<file path="config.mk">
export PLATFORM = sky130hd
export DESIGN_NAME = pwh_queue
export DESIGN_NICKNAME = d
export VERILOG_FILES = /design/src/sv/pwh_pkg.sv /design/src/sv/pwh_queue.sv
export SDC_FILE = /design/constraint.sdc
export NUM_CORES = 1
export LEC_CHECK = 0
export BUFFER_PORTS_ARGS = -buffer_cell sky130_fd_sc_hd__buf_2
export CAP_MARGIN = 20
export CORE_UTILIZATION = 35
export DETAILED_ROUTE_END_ITERATION = 7
export GPL_ROUTABILITY_DRIVEN = 0
export PLACE_DENSITY_LB_ADDON = 0.3
export SLEW_MARGIN = 20
export SYNTH_ARGS = -nofsm -noshare
export SYNTH_HDL_FRONTEND = slang
export SYNTH_SLANG_ARGS = --single-unit
</file>
<file path="constraint.sdc">
create_clock -name clk -period 10 [get_ports clk]
set_input_delay 2 -clock clk [delete_from_list [all_inputs] [get_ports clk]]
set_output_delay 2 -clock clk [all_outputs]
set_load 0.01 [all_outputs]
</file>
<file path="src/sv/pwh_pkg.sv">
// Shared types, constants and helpers of the horizontal Prewitt edge filter.
`timescale 1ns / 1ps
package pwh_pkg;

  localparam int MAX_WIDTH  = 1024;
  localparam int MAX_HEIGHT = 4096;
  localparam int COL_W      = $clog2(MAX_WIDTH);
  localparam int ROW_W      = $clog2(MAX_HEIGHT);
  localparam int CFG_WID_W  = 11;
  localparam int CFG_HGT_W  = 13;
  localparam int CFG_DATA_W = 13;
  localparam int CFG_IDX_W  = 1;
  localparam int SUM_W      = 10;

  localparam logic [CFG_IDX_W-1:0] CFG_IMAGE_WIDTH  = 1'b0;
  localparam logic [CFG_IDX_W-1:0] CFG_IMAGE_HEIGHT = 1'b1;

  localparam int RST_WIDTH  = 640;
  localparam int RST_HEIGHT = 480;

  // floor(x/3) for x <= 765 as (x * 683) >> 11
  localparam int DIV3_MUL = 683;
  localparam int DIV3_SH  = 11;
  localparam int DIV3_P_W = 21;

  localparam int Q_DEPTH = 4;
  localparam int Q_PTR_W = $clog2(Q_DEPTH);

  typedef struct packed {
    logic [7:0] in_red;
    logic [7:0] in_green;
    logic [7:0] in_blue;
  } pwh_in_t;

  typedef struct packed {
    logic [7:0]       out_red;
    logic [7:0]       out_green;
    logic [7:0]       out_blue;
    logic [ROW_W-1:0] out_row;
    logic [COL_W-1:0] out_col;
    logic             run_last;
    logic             frame_last;
  } pwh_out_t;

  typedef struct packed {
    logic [7:0] r;
    logic [7:0] g;
    logic [7:0] b;
  } pwh_pix_t;

  typedef struct packed {
    logic emit_prev;
    logic interior;
    logic row_emit;
    logic last_row;
    logic row_end;
  } pwh_flags_t;

  typedef struct packed {
    pwh_flags_t       flags;
    logic [ROW_W-1:0] row;
    logic [COL_W-1:0] col;
    logic [SUM_W-1:0] sum_r;
    logic [SUM_W-1:0] sum_g;
    logic [SUM_W-1:0] sum_b;
    pwh_pix_t         border;
    pwh_pix_t         mid;
    pwh_pix_t         bot;
  } pwh_entry_t;

  function automatic logic [7:0] div3(input logic [SUM_W-1:0] x);
    logic [DIV3_P_W-1:0] p;
    p = DIV3_P_W'(x) * DIV3_P_W'(DIV3_MUL);
    return p[DIV3_SH +: 8];
  endfunction

endpackage

</file>
<file path="src/sv/pwh_queue.sv">
// Short FIFO between the front end and the emission back end.
`timescale 1ns / 1ps
module pwh_queue import pwh_pkg::*; (
  input  logic       clk,
  input  logic       rst_n,
  input  logic       push,
  input  pwh_entry_t push_data,
  output logic       full,
  input  logic       pop,
  output logic       not_empty,
  output pwh_entry_t head
);

  pwh_entry_t         mem_r [Q_DEPTH];
  logic [Q_PTR_W-1:0] wr_ptr_r;
  logic [Q_PTR_W-1:0] rd_ptr_r;
  logic [Q_PTR_W:0]   count_r;

  assign full      = count_r == (Q_PTR_W + 1)'(Q_DEPTH);
  assign not_empty = count_r != '0;
  assign head      = mem_r[rd_ptr_r];

  always_ff @(posedge clk) begin
    if (push) mem_r[wr_ptr_r] <= push_data;
  end

  always_ff @(posedge clk) begin
    if (!rst_n) begin
      wr_ptr_r <= '0;
      rd_ptr_r <= '0;
      count_r  <= '0;
    end else begin
      if (push) wr_ptr_r <= wr_ptr_r + Q_PTR_W'(1);
      if (pop)  rd_ptr_r <= rd_ptr_r + Q_PTR_W'(1);
      if (push && !pop) count_r <= count_r + (Q_PTR_W + 1)'(1);
      else if (pop && !push) count_r <= count_r - (Q_PTR_W + 1)'(1);
    end
  end

endmodule

</file>
Word level (Yosys, flattened, before mapping). Memories as Yosys holds them, arrays and structs flattened. A register that Yosys moved wholly into a read port is not among the register bits. Cells that the tools add are included.

Input bits: 133. Bits in registers: 7. Logic and storage cells: 21. Memories: 1. Output and inout bits: 131. RAM bits: 516.

Add/subtract/negate cells: 4. Equal/unequal tests: 1. Mux-type cells: 6. Reduce and logical (&&, ||, !) cells: 6.

Memories: mem_r (depth 4, bits a word 129, read ports 1, clocked after Yosys merged registers in 1, wr ports 1, line pwh_queue.sv:14) `pwh_entry_t mem_r [Q_DEPTH];`.

Operators by type and width (count): 3-bit two-way mux (2); 2-bit by 1-bit adder with 2-bit output (second input constant) (2); 2-bit two-way mux (2); 3-bit by 1-bit adder with 3-bit output (second input constant) (1); 3-bit == test (second input constant) (1); 3-bit nonzero test (1); 3-bit by 1-bit subtractor with 3-bit output (second input constant) (1); 1-bit logical AND (2); 1-bit logical NOT (2); 1-bit two-way mux (2); 2-bit nonzero test (1).

Logic depth before layout (Yosys ltp).
Word-level depth: 4. Mapped depth: 7. Mapped depth without buffers: 7.

Worst setup path after synthesis. Ideal clock, no wire load.

Kind: input -> register. Start: in push. End: mem mem_r[0][0] (netlist bit), enable pin. Path buffers: 0. Data arrival time: 4.955 ns. Setup slack: 4.542 ns. Data required time: 9.497 ns. Stages on the path: 1. Setup time: 0.503 ns. Cell sequence: and2_1.

Longest elaborated chain between the ends: 2.

Ends and longest elaborated chain: start, declared (line pwh_queue.sv:6) `input logic push,`; 1-bit two-way mux (line pwh_queue.sv:24) `if (push) mem_r[wr_ptr_r] <= push_data;`; 1-bit two-way mux (not written as such) (line pwh_queue.sv:24); end, declared (line pwh_queue.sv:14).

No other way between the ends.

==> summary.txt <==
Route
  • DRT iter0 DRCs: between 400 and 500
  • Vias: roughly 8400
  • Metal2 WL: between 15000 and 20000 µm
  • Post-DRT Antenna Nets: 0
  • Drt first pass iters: 4
  • Top sig layer: met5
  • Post-route DRC: 0
  • Met1 WL: around 16000 µm
  • DR vias/cell: approximately 4.8
  • Routed WL: ~37000 µm
  • Met3 wire len: roughly 2800 µm
  • Routed WL per cell: roughly 21 µm

Floorplanning
  • Die outline width: 235 µm
  • Vert. Die Dim: around 240 µm
  • FP Rows: 85
  • Ports: 264
  • Total die area: 55400 µm²
  • CORE AREA: roughly 54000 µm²
  • Initial Utilization: 35.4%

Timing
  • Fin. Hold Viols: 0
  • Worst Tran Pin Value: a little over 0.9 ns
  • Final WS setup: ~5.1 ns
  • Slew HR: about two fifths
  • Crit path time final: 4.90 ns
  • Fin Hold WS: approximately 0.53 ns
  • Final setup TNS: 0 ns
  • Crit share post-route: 49.0%
  • RSZ-0062 raised after global routing: false
  • Final setup vio count: 0
  • F_max: 0.204 GHz
  • Final Skew: ~0.013 ns
  • Final count of pins violating max slew: 0

Clocking
  • Bufs on Longest Clock Path: 3
  • CTS H-tree lvls: 2
  • CTS buffer count: 55
  • # hold bufs at CTS: 0
  • Clk slew on worst S/H paths: 0.06 ns
  • Setup Buffers After CTS: 0
  • # resized after CTS: 0
  • Clock Latency Late Sink: about 0.59 ns
  • Clock sinks: approximately 530
  • Root Driver: clkbuf_16
  • TritonCTS clock tree: yes

GRT
  • Largest net degree at the start of global routing: roughly 60
  • GRT Overall Usage: roughly an eighth
  • Total global routing overflow: 0
  • Initial antenna violation count: 9
  • Global-route wire length before repair: ~56000 µm
  • Vias in the first global route: around 8900

Power
  • Power per cell area: roughly 220 nW/µm²
  • Int Pwr: ~4.0 mW
  • Leakage: 7.68 nW
  • Part of the power in combinational logic: under 10%
  • Seq pwr share: roughly 50%
  • Peak VDD IR: 204 µV
  • Sw Ratio: 21.6%
  • Switching pwr: approximately 1.1 mW
  • Part of the power in the clock network: between 40% and 50%

Critical path
  • CP Class: flip-flop to primary output
  • WP data required: 8.00 ns
  • CP cell instances: buf_4 -> mux4_2 -> buf_2
  • CP Max Fanout: 41
  • Setup crit start kind: flip-flop
  • Crit path DAT: approximately 2.9 ns
  • Crit. End Element: primary output
  • CP max stage cell: buf_4
  • Max stage delay on crit path: about 0.77 ns

Synthesis
  • Post-synth cell types: 20
  • Avg Cell Area, Syn: ~27 µm²
  • Number of synthesis warnings: 0
  • Seq/Total Area, Yosys: 82.2%
  • Synthesized Nets: 855
  • Seq cells post-synth: approximately 530
  • Gate count after technology mapping: 716
  • Netlist Area Pre-Place: approximately 19000 µm²

Placement
  • IO Port Bufs: about 260
  • Placed Area: 21100 µm²
  • Post-place setup slack: 5.29 ns
  • Placed Cells incl. Taps: around 1700
  • HPWL after detailed placement: approximately 21000 µm

Min path
  • Hold crit path type: flip-flop to flip-flop

Layout
  • Area grow syn2layout: 20.9%
  • Commonest non-fill, non-tap cell in the layout: edfxtp_1
  • Ant diodes: 0
  • Fillers: 4642
  • Design Area, Final: approximately 23000 µm²
  • Reg area: around 16000 µm²
  • Area of the multi-input gates: 3170 µm²
  • Share of cells above drive strength 1: 46.7%
  • Most frequent cells in the layout: edfxtp_1 (516), buf_2 (263), mux4_2 (129), clkbuf_16 (56), buf_4 (13)
  • Final #Nets: about 1200
  • Fin cells: around 1800

Run
  • Max-cap violations: 0

Status
  • Status: finished, final reports clean
## cell families (layout without fill, tap and decap cells)
family | after synthesis | in the layout | synth area share (%)
adders and majority gates | 6 | 6 | 0.433
and+or+nand+nor | 15 | 15 | 0.486
xor gates and xnor gates | 5 | 5 | 0.230
buffers and inverters | 32 | 380 | 1.23
muxes | 131 | 131 | 15.3
AOI/OAI and AO/OA | 2 | 2 | 0.0656
DFF | 525 | 525 | 82.2
## through the flow
step	power, mW	utilization, %
floorplan	2.88	-
global placement	3.06	39.3
detailed placement	3.07	39.3
CTS	5.21	42.8
global route	5.32	42.8
finish	5.13	42.8
## cell type report
cell class	instances	area share, %
sequential	525	68.0
multi-input combinational	159	13.7
clock buffer	66	6.24
timing repair buffer	276	6.13
tap	696	3.78
clock inverter	34	2.00
inverter	4	0.0651
## cell usage after synthesis
master    instances  share of area [%]
edfxtp_1        516                 81
mux4_2          129                 15
buf_6            13               0.77
and2_1            9               0.30
dfxtp_1           9               0.94
buf_2             8               0.21
clkbuf_1          5              0.098
ha_1              5               0.33
inv_1             4              0.079
xor2_1            3               0.14
buf_4             2              0.079
mux2i_1           2               0.10
nor2b_1           2              0.066
or3_1             2              0.066
xnor2_1           2              0.092
a21boi_0          1              0.039
fa_1              1               0.10
nand2_1           1              0.020
nor3b_1           1              0.039
o21ai_0           1              0.026
## state kept, by name (all words and copies together) (netlist names), named ones only
register,count
rd_ptr_r,2
mem_r,516
count_r,3
wr_ptr_r,2
## critical path: cells and delay by family, from the launching register on
family	cells	cell delay, ns
muxes	1	0.60
DFF	1	0.72
buffers and inverters	2	0.94
## power by group through the flow
stage	clock (mW)	combinational, mW	sequential [mW]
floorplan	0	0.278	2.60
global placement	0	0.459	2.60
detailed placement	0	0.463	2.61
CTS	2.18	0.465	2.56
global route	2.26	0.486	2.57
finish	2.12	0.448	2.56
## per-layer routing
layer	up-vias	GRT usage, %
li1	3715	-
met2	209	20.7
met5	-	0
met1	4393	17.5
met3	77	5.07
met4	18	3.62
## worst paths after layout
path                                               start                      end  slack [ns]  cells past startpoint
worst min register to register   count_r[2]$_SDFFE_PN0P_  count_r[2]$_SDFFE_PN0P_        0.53                      2
worst min-delay path             count_r[2]$_SDFFE_PN0P_  count_r[2]$_SDFFE_PN0P_        0.53                      2
worst max-delay path                           flip-flop                head[127]        5.10                      3
worst max register to register  wr_ptr_r[0]$_SDFFE_PN0P_   mem_r[2][40]$_DFFE_PP_        7.05                      5
No activity file was read; power rests on OpenSTA's default activity.
