<file path="config.mk">
export PLATFORM = sky130hd
export DESIGN_NAME = pwh_back
export DESIGN_NICKNAME = d
export VERILOG_FILES = /design/src/sv/pwh_pkg.sv /design/src/sv/pwh_back.sv
export SDC_FILE = /design/constraint.sdc
export NUM_CORES = 1
export LEC_CHECK = 0
export BUFFER_PORTS_ARGS = -buffer_cell sky130_fd_sc_hd__buf_2
export CORE_ASPECT_RATIO = 1.1
export CORE_MARGIN = 3
export CORE_UTILIZATION = 53
export CTS_CLUSTER_SIZE = 40
export DETAILED_ROUTE_END_ITERATION = 10
export PLACE_DENSITY_LB_ADDON = 0.08
export SLEW_MARGIN = 20
export SYNTH_ARGS = -nofsm -noshare
export SYNTH_HDL_FRONTEND = slang
export SYNTH_SLANG_ARGS = --single-unit
</file>
<file path="constraint.sdc">
create_clock -name clk -period 7.6 [get_ports clk]
set_input_delay 0.76 -clock clk [delete_from_list [all_inputs] [get_ports clk]]
set_output_delay 0.76 -clock clk [all_outputs]
set_load 0.1 [all_outputs]
</file>
<file path="src/sv/pwh_pkg.sv">
// Shared types, constants and helpers of the horizontal Prewitt edge filter.
`timescale 1ns / 1ps
package pwh_pkg;

  localparam int MAX_WIDTH  = 1024;
  localparam int MAX_HEIGHT = 4096;
  localparam int COL_W      = $clog2(MAX_WIDTH);
  localparam int ROW_W      = $clog2(MAX_HEIGHT);
  localparam int CFG_WID_W  = 11;
  localparam int CFG_HGT_W  = 13;
  localparam int CFG_DATA_W = 13;
  localparam int CFG_IDX_W  = 1;
  localparam int SUM_W      = 10;

  localparam logic [CFG_IDX_W-1:0] CFG_IMAGE_WIDTH  = 1'b0;
  localparam logic [CFG_IDX_W-1:0] CFG_IMAGE_HEIGHT = 1'b1;

  localparam int RST_WIDTH  = 640;
  localparam int RST_HEIGHT = 480;

  // floor(x/3) for x <= 765 as (x * 683) >> 11
  localparam int DIV3_MUL = 683;
  localparam int DIV3_SH  = 11;
  localparam int DIV3_P_W = 21;

  localparam int Q_DEPTH = 4;
  localparam int Q_PTR_W = $clog2(Q_DEPTH);

  typedef struct packed {
    logic [7:0] in_red;
    logic [7:0] in_green;
    logic [7:0] in_blue;
  } pwh_in_t;

  typedef struct packed {
    logic [7:0]       out_red;
    logic [7:0]       out_green;
    logic [7:0]       out_blue;
    logic [ROW_W-1:0] out_row;
    logic [COL_W-1:0] out_col;
    logic             run_last;
    logic             frame_last;
  } pwh_out_t;

  typedef struct packed {
    logic [7:0] r;
    logic [7:0] g;
    logic [7:0] b;
  } pwh_pix_t;

  typedef struct packed {
    logic emit_prev;
    logic interior;
    logic row_emit;
    logic last_row;
    logic row_end;
  } pwh_flags_t;

  typedef struct packed {
    pwh_flags_t       flags;
    logic [ROW_W-1:0] row;
    logic [COL_W-1:0] col;
    logic [SUM_W-1:0] sum_r;
    logic [SUM_W-1:0] sum_g;
    logic [SUM_W-1:0] sum_b;
    pwh_pix_t         border;
    pwh_pix_t         mid;
    pwh_pix_t         bot;
  } pwh_entry_t;

  function automatic logic [7:0] div3(input logic [SUM_W-1:0] x);
    logic [DIV3_P_W-1:0] p;
    p = DIV3_P_W'(x) * DIV3_P_W'(DIV3_MUL);
    return p[DIV3_SH +: 8];
  endfunction

endpackage

</file>
<file path="src/sv/pwh_back.sv">
// Back end: divide by three and emit each beat's results into the output register.
`timescale 1ns / 1ps
module pwh_back import pwh_pkg::*; (
  input  logic       clk,
  input  logic       rst_n,
  input  logic       q_not_empty,
  input  pwh_entry_t q_head,
  output logic       q_pop,
  output logic       out_valid,
  input  logic       out_stall,
  output pwh_out_t   out_data
);

  localparam int SLOT_PREV = 0;
  localparam int SLOT_ROW  = 1;
  localparam int SLOT_LAST = 2;

  logic       cur_v_r;
  logic [2:0] cur_mask_r;
  pwh_entry_t cur_r;
  logic       out_v_r;
  pwh_out_t   out_r;

  logic       out_free;
  logic       emit;
  logic [2:0] sel;
  logic [2:0] mask_after;
  logic       cur_done;
  pwh_pix_t   px;
  pwh_out_t   res;

  assign out_valid = out_v_r;
  assign out_data  = out_r;

  always_comb begin
    out_free   = !out_v_r || !out_stall;
    emit       = cur_v_r && (cur_mask_r != '0) && out_free;
    sel        = cur_mask_r & (~cur_mask_r + 3'd1);
    mask_after = emit ? (cur_mask_r & ~sel) : cur_mask_r;
    cur_done   = !cur_v_r || (mask_after == '0);
    q_pop      = cur_done && q_not_empty;

    res = '0;
    px  = cur_r.bot;
    if (sel[SLOT_PREV]) begin
      if (cur_r.flags.interior) begin
        px = '{r: div3(cur_r.sum_r), g: div3(cur_r.sum_g), b: div3(cur_r.sum_b)};
      end else begin
        px = cur_r.border;
      end
      res.out_row = cur_r.row - ROW_W'(1);
      res.out_col = cur_r.col - COL_W'(1);
    end else if (sel[SLOT_ROW]) begin
      px          = cur_r.mid;
      res.out_row = cur_r.row - ROW_W'(1);
      res.out_col = cur_r.col;
    end else begin
      res.out_row    = cur_r.row;
      res.out_col    = cur_r.col;
      res.frame_last = cur_r.flags.row_end;
    end
    res.out_red   = px.r;
    res.out_green = px.g;
    res.out_blue  = px.b;
    res.run_last  = mask_after == '0;
  end

  always_ff @(posedge clk) begin
    if (!rst_n) begin
      cur_v_r    <= 1'b0;
      cur_mask_r <= '0;
      out_v_r    <= 1'b0;
    end else begin
      if (q_pop) begin
        cur_v_r               <= 1'b1;
        cur_mask_r[SLOT_PREV] <= q_head.flags.emit_prev;
        cur_mask_r[SLOT_ROW]  <= q_head.flags.row_emit;
        cur_mask_r[SLOT_LAST] <= q_head.flags.last_row;
      end else if (cur_done) begin
        cur_v_r    <= 1'b0;
        cur_mask_r <= '0;
      end else begin
        cur_mask_r <= mask_after;
      end
      if (emit) out_v_r <= 1'b1;
      else if (!out_stall) out_v_r <= 1'b0;
    end
  end

  always_ff @(posedge clk) begin
    if (q_pop) cur_r <= q_head;
    if (emit)  out_r <= res;
  end

endmodule

</file>
Yosys cells after proc, flatten, opt, wreduce, memory -nomap -nowiden
Cells that the tools add are included.

word-level totals
  logic and storage cells = 61
  bits in registers = 179
  bits of input ports = 133
  output and inout bits = 50

cells by class
  bitwise operators = 4
  $add $sub $neg = 3
  reductions and logical operators = 12
  muxes and demuxes = 12
  multiply operators = 3
  equal/unequal tests = 1

operators with widths
  kind                                                 count
  two-way mux 24 bit                                   3
  multiplier 10 x 10 -> 19 bit, second input constant  3
  two-way mux 22 bit                                   2
  subtractor 12 x 1 -> 12 bit, second input constant   1
  subtractor 10 x 1 -> 10 bit, second input constant   1
  two-way mux 3 bit                                    3
  bitwise AND 3 bit                                    2
  inverter 3 bit                                       2
  two-way mux 1 bit                                    4
  adder 3 x 1 -> 3 bit, second input constant          1
  logical AND 1 bit                                    3
  logical NOT 1 bit                                    3
  logical NOT 3 bit                                    1
  nonzero test 3 bit                                   1
  logical OR 1 bit                                     2
  != test 2 x 1 -> 1 bit, second input constant        1
  nonzero test 2 bit                                   1
  OR reduction 2 bit                                   1

Logic depth before layout (Yosys ltp)
Gate-level depths: netlist (run 1).

  depth after elaboration = 10
  gate-level depth with buffers = 16
  mapped depth without buffers = 16

Worst setup path after synthesis (run 1)
Ideal clock, no wire load.

  kind = register to output
  start = reg out_v_r, in the netlist out_valid
  end = out q_pop
  path buffers = 0
  data arrival time = 8.117 ns
  required time = 6.840 ns
  stages on the path, launching flop included = 5
  setup slack = -1.277 ns
  path through = dfxtp_1 and2_1 nor2_1 nor2_1 nor2b_1

on the way
  word-level cells in the longest chain between the ends = 7

RTL lines
  what                    line            source
  start, declared         pwh_back.sv:21  logic out_v_r;
  start signal, assigned  pwh_back.sv:72  out_v_r <= 1'b0;
  start signal, assigned  pwh_back.sv:85  if (emit) out_v_r <= 1'b1;
  start signal, assigned  pwh_back.sv:86  else if (!out_stall) out_v_r <= 1'b0;
  logical NOT 1 bit       pwh_back.sv:36  out_free = !out_v_r || !out_stall;
  logical OR 1 bit        pwh_back.sv:36
  logical AND 1 bit       pwh_back.sv:37  emit = cur_v_r && (cur_mask_r != '0) && out_free;
  two-way mux 3 bit       pwh_back.sv:39  mask_after = emit ? (cur_mask_r & ~sel) : cur_mask_r;
  logical NOT 3 bit       pwh_back.sv:40  cur_done = !cur_v_r || (mask_after == '0);
  logical OR 1 bit        pwh_back.sv:40
  logical AND 1 bit       pwh_back.sv:41  q_pop = cur_done && q_not_empty;
  end, declared           pwh_back.sv:8   output logic q_pop,

Every way passes these cells.

==> results of run 1 <==
## state kept, by name, summed over array words and instances (netlist names)
name	count
out_data	48
cur_v_r	1
cur_r	126
out_valid	1
cur_mask_r	3
## worst max-delay path by stage
stage | start | to | slack (ps) | cells past startpoint
after floorplan | out_valid | q_pop | 1660 | 4
after global placement | cur_r[88] | out_data[39] | 2960 | 14
after detailed placement | cur_r[88] | out_data[39] | 2910 | 14
after CTS | cur_r[88] | out_data[39] | 2870 | 14
after global routing | cur_r[89] | out_data[38] | 2530 | 16
final | cur_r[89] | out_data[38] | 2860 | 16
## final cells by class
| class | count | area, um2 |
|---|---|---|
| diodes | 3 | 7.507 |
| clock buffers | 18 | 429.2 |
| clock inverters | 14 | 177.7 |
| fillers | 1759 | 7920 |
| inverters | 136 | 510.5 |
| multi-input cells | 619 | 5967 |
| flip-flops and latches | 179 | 5328 |
| well taps | 290 | 362.8 |
| repair buffers | 187 | 948.4 |
## placed cells by master (no fill, tap or decap), types with 3 or more instances in the layout
| master | instances |
|---|---|
| fa_1 | 63 |
| buf_4 | 5 |
| nand4b_1 | 3 |
| nor2b_1 | 5 |
| diode_2 | 3 |
| or3_1 | 3 |
| nor2_1 | 23 |
| xor2_1 | 11 |
| nand4_1 | 4 |
| o21a_1 | 7 |
| edfxtp_1 | 174 |
| buf_2 | 182 |
| a21o_1 | 10 |
| inv_1 | 136 |
| and3_1 | 5 |
| nor3b_1 | 3 |
| clkbuf_16 | 17 |
| nor3_1 | 19 |
| nor4_1 | 3 |
| a211oi_1 | 8 |
| nand3_1 | 14 |
| dfxtp_1 | 3 |
| and2_1 | 6 |
| a21oi_1 | 44 |
| nand2_1 | 45 |
| xnor2_1 | 30 |
| ha_1 | 176 |
| o21bai_1 | 4 |
| o31ai_1 | 5 |
| mux2_2 | 20 |
| o221ai_1 | 3 |
| clkinv_8 | 6 |
| nand2b_1 | 5 |
| a31oi_1 | 6 |
| mux2i_1 | 7 |
| o211ai_1 | 8 |
| inv_6 | 5 |
| o22ai_1 | 21 |
| o21ai_0 | 22 |
## per-layer routing
layer / part of all wire / wire length (um)
met2: 0.50 / 12750
met4: 0.026 / 675
met1: 0.43 / 11140
met5: 0.0019 / 48
met3: 0.044 / 1134
## critical path: cells and delay by family (launching register included)
kind                     cells  cell delay [ps]
adder cells (fa/ha/maj)      6             2440
XOR/XNOR                     1              150
AND/OR/NAND/NOR              2              200
buffers and inverters        4              190
AO/OA/AOI/OAI                3              980
flip-flops                   1              480
## power by group
group / internal [mW] / switching, mW
clock: 0.448 / 0.441
sequential: 1.14 / 0.0305
combinational: 0.711 / 1.03
## through the flow
step	cells	total power, mW	worst slack, ps
after CTS	1443	3.829	2869
after global placement	1411	2.899	2958
after global routing	1446	4.120	2532
final	1446	3.802	2857
after floorplan	951	2.533	1657
after detailed placement	1411	2.917	2913
## kinds of logic after synthesis
kind of cell	after synthesis
adder cells (fa/ha/maj)	240
flip-flops	179
AO/OA/AOI/OAI	163
buffers and inverters	153
AND/OR/NAND/NOR	147
XOR/XNOR	42
multiplexers	27
==> flow_metrics.py, run 1 <==
metrics = {
    "power": {
        "power_density_mw_per_mm2": 276.9,
        "power_leakage_nw": 6.157,
        "ir_worst_vdd_uv": 201.0,
    },
    "global_routing": {
        "met1_usage": 0.2856,
        "grt_overflow": 0,
        "grt_pass1_wl_mm": 41.72,
        "grt_max_degree": 80,
        "grt_pass1_vias": 8220,
        "antenna_found_initial": 7,
        "busiest_layer": "met2",
        "grt_util_met2": 0.3759,
        "grtUsageMet3": 0.04175,
        "grt_usage": 0.2212,
    },
    "sta": {
        "rsz0062_at_grt": "no",
        "finalHoldViolCount": 0,
        "finalClockSkew_ps": 12.55,
        "fmax_mhz": 210.8,
        "setup_viol": 0,
        "holdWs_ps": 497.1,
        "layout_min_cycle_time_ps": 4743,
        "finalCritPeriodShare": 0.6241,
        "worstMarginPinSlew_ps": 1050,
        "relSlewSlack": 0.2999,
        "timing.final.max_slew_violations": 0,
        "setup_tns_ps": 0,
    },
    "placement": {
        "io_buffers": 182,
        "dp_hpwl_mm": 20.28,
        "place_congestion": 0.9111,
        "post_dp_cell_area_mm2": 0.01312,
    },
    "cts": {
        "ctsHoldBuffers": 0,
        "clk_pin_slew_worst_paths_ps": 80,
        "cts_resized": 0,
        "clockBufferDepth": 2,
        "cts_made_buffers": 17,
        "cts_root_buf": "clkbuf_16",
        "cts_max_level": 4,
        "cts_setup_buffers": 0,
        "insertion_delay_ps": 430,
        "cts_tree": "built",
        "cts.sinks": 179,
    },
    "synthesis": {
        "yosys-top-cells-count": "ha_1, edfxtp_1, inv_1, fa_1, nand2_1",
        "synth-edff-count": 174,
        "synth_xor_area_frac": 0.03216,
        "synth.most_common_cell": "ha_1",
        "ys.flop_type": "edfxtp_1",
        "synth_top_area_frac": 0.4404,
        "ys_ff_latch": 179,
        "syn_avg_cell_area_um2": 12.48,
        "ys_types": 65,
        "synth_top_cell_by_area": "edfxtp_1",
        "synth_cells": 951,
        "synth_mux_area_frac": 0.02489,
        "yosys.area_share.simple": 0.06158,
        "synth_area_mm2": 0.01187,
        "yosysSeqAreaShare": 0.4488,
        "async_flop_share": 0,
        "synth_compound_area_frac": 0.09027,
        "synth_top_family_by_area": "adder cells",
        "yosys.area_share.adder": 0.2927,
        "synth.top_cells.by_area": "edfxtp_1, ha_1, fa_1",
        "ys_warn_count": 0,
        "synth.net_count": 1323,
    },
    "detailed_routing": {
        "drc": 0,
        "wirelength_mm": 25.75,
        "wl_per_cell_um": 17.81,
        "dr.pass1.iters": 5,
        "vias": 7845,
        "antenna_left": 0,
        "vias_per_cell": 5.425,
        "drt_iter0_markers": 541,
    },
    "worst_setup_path": {
        "crit_chain": "ha_1, ha_1, inv_1, fa_1, inv_1, fa_1, inv_1, fa_1, inv_1, ha_1, nand3_1, a2111oi_0, nor3_1, a31oi_1, xnor2_1, a21oi_1",
        "arrival_ps": 4880,
        "r2r_start": "cur_r[89]",
        "reg2regPathDepth": 16,
        "required_ps": 7730,
        "r2r_end": "out_data[38]",
        "slowest_delay_ps": 660,
        "cp_slowest_cell": "a2111oi_0",
        "cp_common_cell": "inv_1",
        "critical_path_class": "reg -> reg",
        "critPathCaptureType": "flop",
        "start_kind": "flop",
        "rrSetupSlack_ps": 2860,
        "critPathMaxFanout": 4,
    },
    "layout": {
        "area_growth_syn_to_layout_pct": 15.72,
        "fin_nets": 1512,
        "final_util": 0.6342,
        "fin_area_mm2": 0.01373,
        "drive_above_1_share": 0.2151,
    },
    "hold_path": {
        "min-delay-path-class": "in -> reg",
        "min_from": "q_head[109]",
        "hold_depth": 1,
        "min_delay_worst_endpoint": "cur_r[109]",
    },
    "run": {
        "max_cap_violations": 0,
    },
    "die": {
        "dieArea_mm2": 0.02422,
        "die_h_um": 162.9,
        "initial_utilization": 0.5480,
        "rows": 56,
        "ios": 183,
        "die_w_um": 148.7,
        "core_area_mm2": 0.02165,
    },
    "run_status": {
        "run_status": "completed",
    },
}
Note: power is estimated with default switching activity, not from simulation.
==> run 2, diff against run 1 <==
==> constraint.sdc (replaced) <==
create_clock -name clk -period 4.33 [get_ports clk]
set_input_delay 0.433 -clock clk [delete_from_list [all_inputs] [get_ports clk]]
set_output_delay 0.433 -clock clk [all_outputs]
set_load 0.1 [all_outputs]
==> flow_metrics.py, run 2 (synthesis gave the netlist of run 1 again) <==
metrics = {
    "run_status": {
        "run_status": "finished, violations left",
        "violations": "setup timing",
    },
    "detailed_routing": {
        "wirelength_mm": 29.23,
        "vias": 8445,
        "dr.pass1.iters": 5,
        "drc": 0,
        "drt_iter0_markers": 515,
        "antenna_left": 0,
        "vias_per_cell": 5.403,
        "wl_per_cell_um": 18.70,
    },
    "die": {
        "die_w_um": 148.7,
        "die_h_um": 162.9,
        "dieArea_mm2": 0.02422,
        "ios": 183,
        "rows": 56,
        "core_area_mm2": 0.02165,
        "initial_utilization": 0.5480,
    },
    "cts": {
        "cts_root_buf": "clkbuf_16",
        "clk_pin_slew_worst_paths_ps": 80,
        "insertion_delay_ps": 440,
        "cts.sinks": 179,
        "cts_tree": "built",
        "cts_max_level": 4,
        "clockBufferDepth": 2,
        "cts_made_buffers": 17,
        "ctsHoldBuffers": 0,
    },
    "sta": {
        "setup_viol": 3,
        "holdWs_ps": 155.9,
        "relSlewSlack": 0.3040,
        "finalHoldViolCount": 0,
        "finalClockSkew_ps": 12.85,
        "layout_min_cycle_time_ps": 4411,
        "rsz0062_at_grt": "yes",
        "worstMarginPinSlew_ps": 1044,
        "finalCritPeriodShare": 1.019,
        "timing.final.max_slew_violations": 0,
        "worst_slack_ps": -80.66,
        "setup_tns_ps": -219.3,
        "fmax_mhz": 226.7,
    },
    "global_routing": {
        "grt_max_degree": 73,
        "grt_usage": 0.2410,
        "grt_overflow": 0,
        "grt_pass1_wl_mm": 45.21,
        "grt_pass1_vias": 8942,
        "antenna_found_initial": 4,
    },
    "worst_setup_path": {
        "critPathMaxFanout": 4,
        "critPathCaptureType": "flop",
        "critical_path_class": "reg -> reg",
        "arrival_ps": 4550,
        "start_kind": "flop",
        "required_ps": 4470,
    },
    "layout": {
        "max_flop_register": "cur_r",
        "fin_area_mm2": 0.01556,
        "fin_cells": 1563,
        "fill_cells": 1499,
        "area_growth_syn_to_layout_pct": 31.12,
        "largest_register_ffs": 126,
        "final_util": 0.7186,
        "layout_commonest_cell": "buf_2",
        "fin_nets": 1629,
        "final_cell_mix": "buf_2, edfxtp_1, ha_1",
        "drive_above_1_share": 0.3740,
    },
    "power": {
        "seqPwrFrac": 0.245,
        "power_leakage_nw": 6.785,
        "power_switching_mw": 3.323,
        "ir_worst_vdd_uv": 354.7,
        "intPower_mw": 5.095,
        "power_density_mw_per_mm2": 541.1,
        "p_clk_frac": 0.191,
        "swShare": 0.3947,
        "power_frac_comb": 0.564,
    },
    "placement": {
        "io_buffers": 182,
        "post_dp_cell_area_mm2": 0.01379,
        "dp_hpwl_mm": 21.39,
        "place_congestion": 0.9288,
        "dp_cells": 1495,
    },
    "run": {
        "max_cap_violations": 0,
    },
    "hold_path": {
        "min-delay-path-class": "in -> reg",
    },
}
[run 2: cell count changes in the layout (fill, tap and decap cells not counted), moves of 16 or more]
cell   before  now
inv_1     136  120
buf_4       5  115
ha_1      176  129
ha_4        0   45
inv_2       0   16
[run 2: per-stage QoR]
| step | worst slack (ps) | total power, mW |
|---|---|---|
| floorplan | 2.859 | 4.486 |
| global placement | -231.0 | 5.639 |
| detailed placement | -243.1 | 5.685 |
| CTS | -24.82 | 7.823 |
| global route | -212.4 | 8.966 |
| finish | -80.66 | 8.418 |
[run 2: what timing repair did]
| action | in CTS | in global routing |
|---|---|---|
| buffers inserted | 18 | 15 |
| resized for setup | 61 | 80 |
| pin swaps | 39 | 64 |
| cloned | 0 | 0 |
| setup endpoints to repair | 20 | 23 |
[run 2: per-layer routing]
metal  vias up  track usage  share of wire
li1       4071            -              -
met1      4090       0.2961           0.41
met2       220       0.4308           0.52
met3        62      0.04008          0.043
met4         2      0.08232          0.028
met5         -            0        0.00048
[run 2: layout make-up]
class | instances | area [um2] | share of cell area
Tap cell | 290 | 362.8 | 0.02332
Timing Repair Buffer | 304 | 1862 | 0.1197
Inverter | 136 | 510.5 | 0.03281
Clock inverter | 15 | 202.7 | 0.01303
Antenna cell | 3 | 7.507 | 0.0004825
Multi-Input combinational cell | 619 | 6859 | 0.4409
Sequential cell | 179 | 5328 | 0.3424
Clock buffer | 17 | 425.4 | 0.02734
[run 2: final timing paths]
| check | to | from | slack, ps | depth (start not counted) |
|---|---|---|---|---|
| setup / recovery | out_data[36] | cur_r[88] | -80 | 17 |
| hold / removal | cur_r[104] | q_head[104] | 160 | 1 |
| setup reg to reg | out_data[36] | cur_r[88] | -80 | 17 |
| hold reg to reg | out_valid | out_valid | 510 | 2 |
[run 2: worst max-delay path, stage by stage, from the launching register on]
cell and delay, ps:
edfxtp_1 520, ha_4 230, ha_4 250, inv_2 30, fa_1 540, inv_1 50, fa_1 490, inv_2 40
fa_1 520, inv_2 50, ha_4 260, a21oi_2 230, a2111oi_4 110, buf_4 150, nor2_1 120, nand3_1 170
xnor2_2 250, a21oi_1 90
[run 2: power groups by stage]
stage	logic [mW]	registers [mW]	clock network, mW
after floorplan	2.30	2.19	0
after global placement	3.55	2.09	0
after detailed placement	3.59	2.09	0
after CTS	4.13	2.06	1.63
after global routing	5.18	2.07	1.71
final	4.75	2.06	1.61
==> run 3, diff against run 2 <==
--- a/config.mk
+++ b/config.mk
@@ -8,7 +8,7 @@
 export BUFFER_PORTS_ARGS = -buffer_cell sky130_fd_sc_hd__buf_2
 export CORE_ASPECT_RATIO = 1.1
 export CORE_MARGIN = 3
-export CORE_UTILIZATION = 53
+export CORE_UTILIZATION = 30
 export CTS_CLUSTER_SIZE = 40
 export DETAILED_ROUTE_END_ITERATION = 10
 export PLACE_DENSITY_LB_ADDON = 0.08
==> flow_metrics.py, run 3 (synthesis gave the netlist of run 1 again) <==
metrics = {
    "detailed_routing": {
        "antenna_left": 0,
        "dr.pass1.iters": 4,
        "drc": 0,
        "wl_per_cell_um": 17.94,
        "wirelength_mm": 32.00,
        "vias_per_cell": 4.654,
        "vias": 8302,
        "drt_iter0_markers": 279,
    },
    "power": {
        "ir_worst_vdd_uv": 291.7,
        "power_leakage_nw": 6.916,
        "power_density_mw_per_mm2": 543.1,
    },
    "die": {
        "core_area_mm2": 0.03857,
        "dieArea_mm2": 0.04198,
        "ios": 183,
        "die_h_um": 214.6,
        "initial_utilization": 0.3076,
        "die_w_um": 195.6,
        "rows": 75,
    },
    "placement": {
        "dp_hpwl_mm": 24.83,
        "io_buffers": 182,
        "dp_slack_ps": -244.5,
        "dp_cells": 1726,
        "post_dp_cell_area_mm2": 0.01421,
        "place_congestion": 0.8189,
    },
    "sta": {
        "relSlewSlack": 0.3869,
        "timing.final.max_slew_violations": 0,
        "worstMarginPinSlew_ps": 919.6,
        "worst_slack_ps": -12.12,
        "rsz0062_at_grt": "yes",
        "finalHoldViolCount": 0,
        "layout_min_cycle_time_ps": 4342,
        "finalClockSkew_ps": 11.08,
        "fmax_mhz": 230.3,
        "finalCritPeriodShare": 1.003,
        "setup_tns_ps": -12.12,
        "setup_viol": 1,
    },
    "cts": {
        "cts_made_buffers": 17,
        "cts_root_buf": "clkbuf_16",
        "cts.sinks": 179,
        "clockBufferDepth": 2,
        "clk_pin_slew_worst_paths_ps": 80,
        "ctsHoldBuffers": 0,
        "cts_tree": "built",
        "insertion_delay_ps": 460,
        "cts_max_level": 4,
    },
    "layout": {
        "layout_commonest_cell": "buf_2",
        "drive_above_1_share": 0.3964,
        "register_area_mm2": 0.005328,
        "area_growth_syn_to_layout_pct": 36.01,
        "fin_cells": 1784,
        "fin_nets": 1643,
        "final_cell_mix": "buf_2, edfxtp_1, ha_1",
        "multi_input_area_mm2": 0.007030,
        "max_flop_register": "cur_r",
        "fill_cells": 3712,
        "largest_register_ffs": 126,
        "fin_area_mm2": 0.01614,
        "diodes": 0,
    },
    "global_routing": {
        "grt_max_degree": 130,
        "antenna_found_initial": 4,
        "grt_pass1_wl_mm": 49.50,
        "grt_pass1_vias": 8911,
        "grt_overflow": 0,
        "grt_usage": 0.1537,
    },
    "run": {
        "max_cap_violations": 0,
    },
    "worst_setup_path": {
        "critPathCaptureType": "flop",
        "slowest_delay_ps": 530,
        "crit_chain": "ha_4, ha_4, fa_1, inv_1, fa_1, fa_1, inv_2, ha_4, nand3_2, a2111oi_4, buf_4, nor3_1, a31oi_1, xnor2_1, a21oi_1",
        "cp_slowest_cell": "edfxtp_1",
        "critPathMaxFanout": 5,
        "arrival_ps": 4540,
        "start_kind": "flop",
        "critical_path_class": "reg -> reg",
        "required_ps": 4530,
    },
    "run_status": {
        "violations": "setup timing",
        "run_status": "finished, violations left",
    },
    "hold_path": {
        "min-delay-path-class": "in -> reg",
    },
}
[run 3: changes by cell type in the layout (fill, tap and decap cells not counted), moves of 3 or more]
cell and delta:
buf_4 +5, buf_6 +9, clkinv_8 -4, diode_2 -3, ha_1 -3, ha_4 +3, inv_2 -3, o21ai_1 -3
[run 3: path summary, 6_finish.rpt]
kind                                 start           end  slack (ps)  cells past startpoint
worst min-delay path            q_head[15]     cur_r[15]         140                      1
worst min register to register   out_valid     out_valid         500                      2
worst max-delay path             cur_r[88]  out_data[38]         -10                     15
worst max register to register   cur_r[88]  out_data[38]         -10                     15
[run 3: cell type report]
cell class / count / area share
Clock buffer: 19 / 0.02807
Clock inverter: 13 / 0.01147
Inverter: 136 / 0.03194
Multi-Input combinational cell: 619 / 0.4356
Sequential cell: 179 / 0.3301
Tap cell: 500 / 0.03877
Timing Repair Buffer: 318 / 0.1240
[run 3: critical path: cells and delay by family, from the launching register on]
kind	cells	cell delay, ps
flops	1	530
simple gates	2	140
buf+inv	3	260
fa+ha+maj	6	2360
xor+xnor	1	190
compound gates	3	620
[run 3: per-layer routing]
metal  wire length, um  track usage
met1             13490       0.1868
met2             16910       0.2759
met3              1101      0.02923
met4               435      0.04469
met5                57            0
[run 3: repair_timing]
item | in CTS | in global routing
endpoints found under the hold margin | 0 | 0
setup buffers | 13 | 17
endpoints found under the setup margin | 21 | 21
pin swaps | 57 | 83
gates resized for setup | 79 | 97
[run 3: per-stage QoR]
| stage | hold slack [ps] | total power [mW] | utilization |
|---|---|---|---|
| after floorplan | 496.7 | 4.486 | - |
| after global placement | 489.6 | 5.848 | 0.3684 |
| after detailed placement | 494.2 | 5.830 | 0.3684 |
| after CTS | 105.4 | 8.180 | 0.4018 |
| after global routing | 114.3 | 9.457 | 0.4184 |
| final | 143.7 | 8.765 | 0.4184 |
[run 3: power by group]
| part | leakage [nW] | switching (mW) | internal, mW |
|---|---|---|---|
| registers | 1.71 | 0.0538 | 2.01 |
| logic | 4.89 | 2.54 | 2.45 |
| clock network | 0.314 | 0.789 | 0.916 |
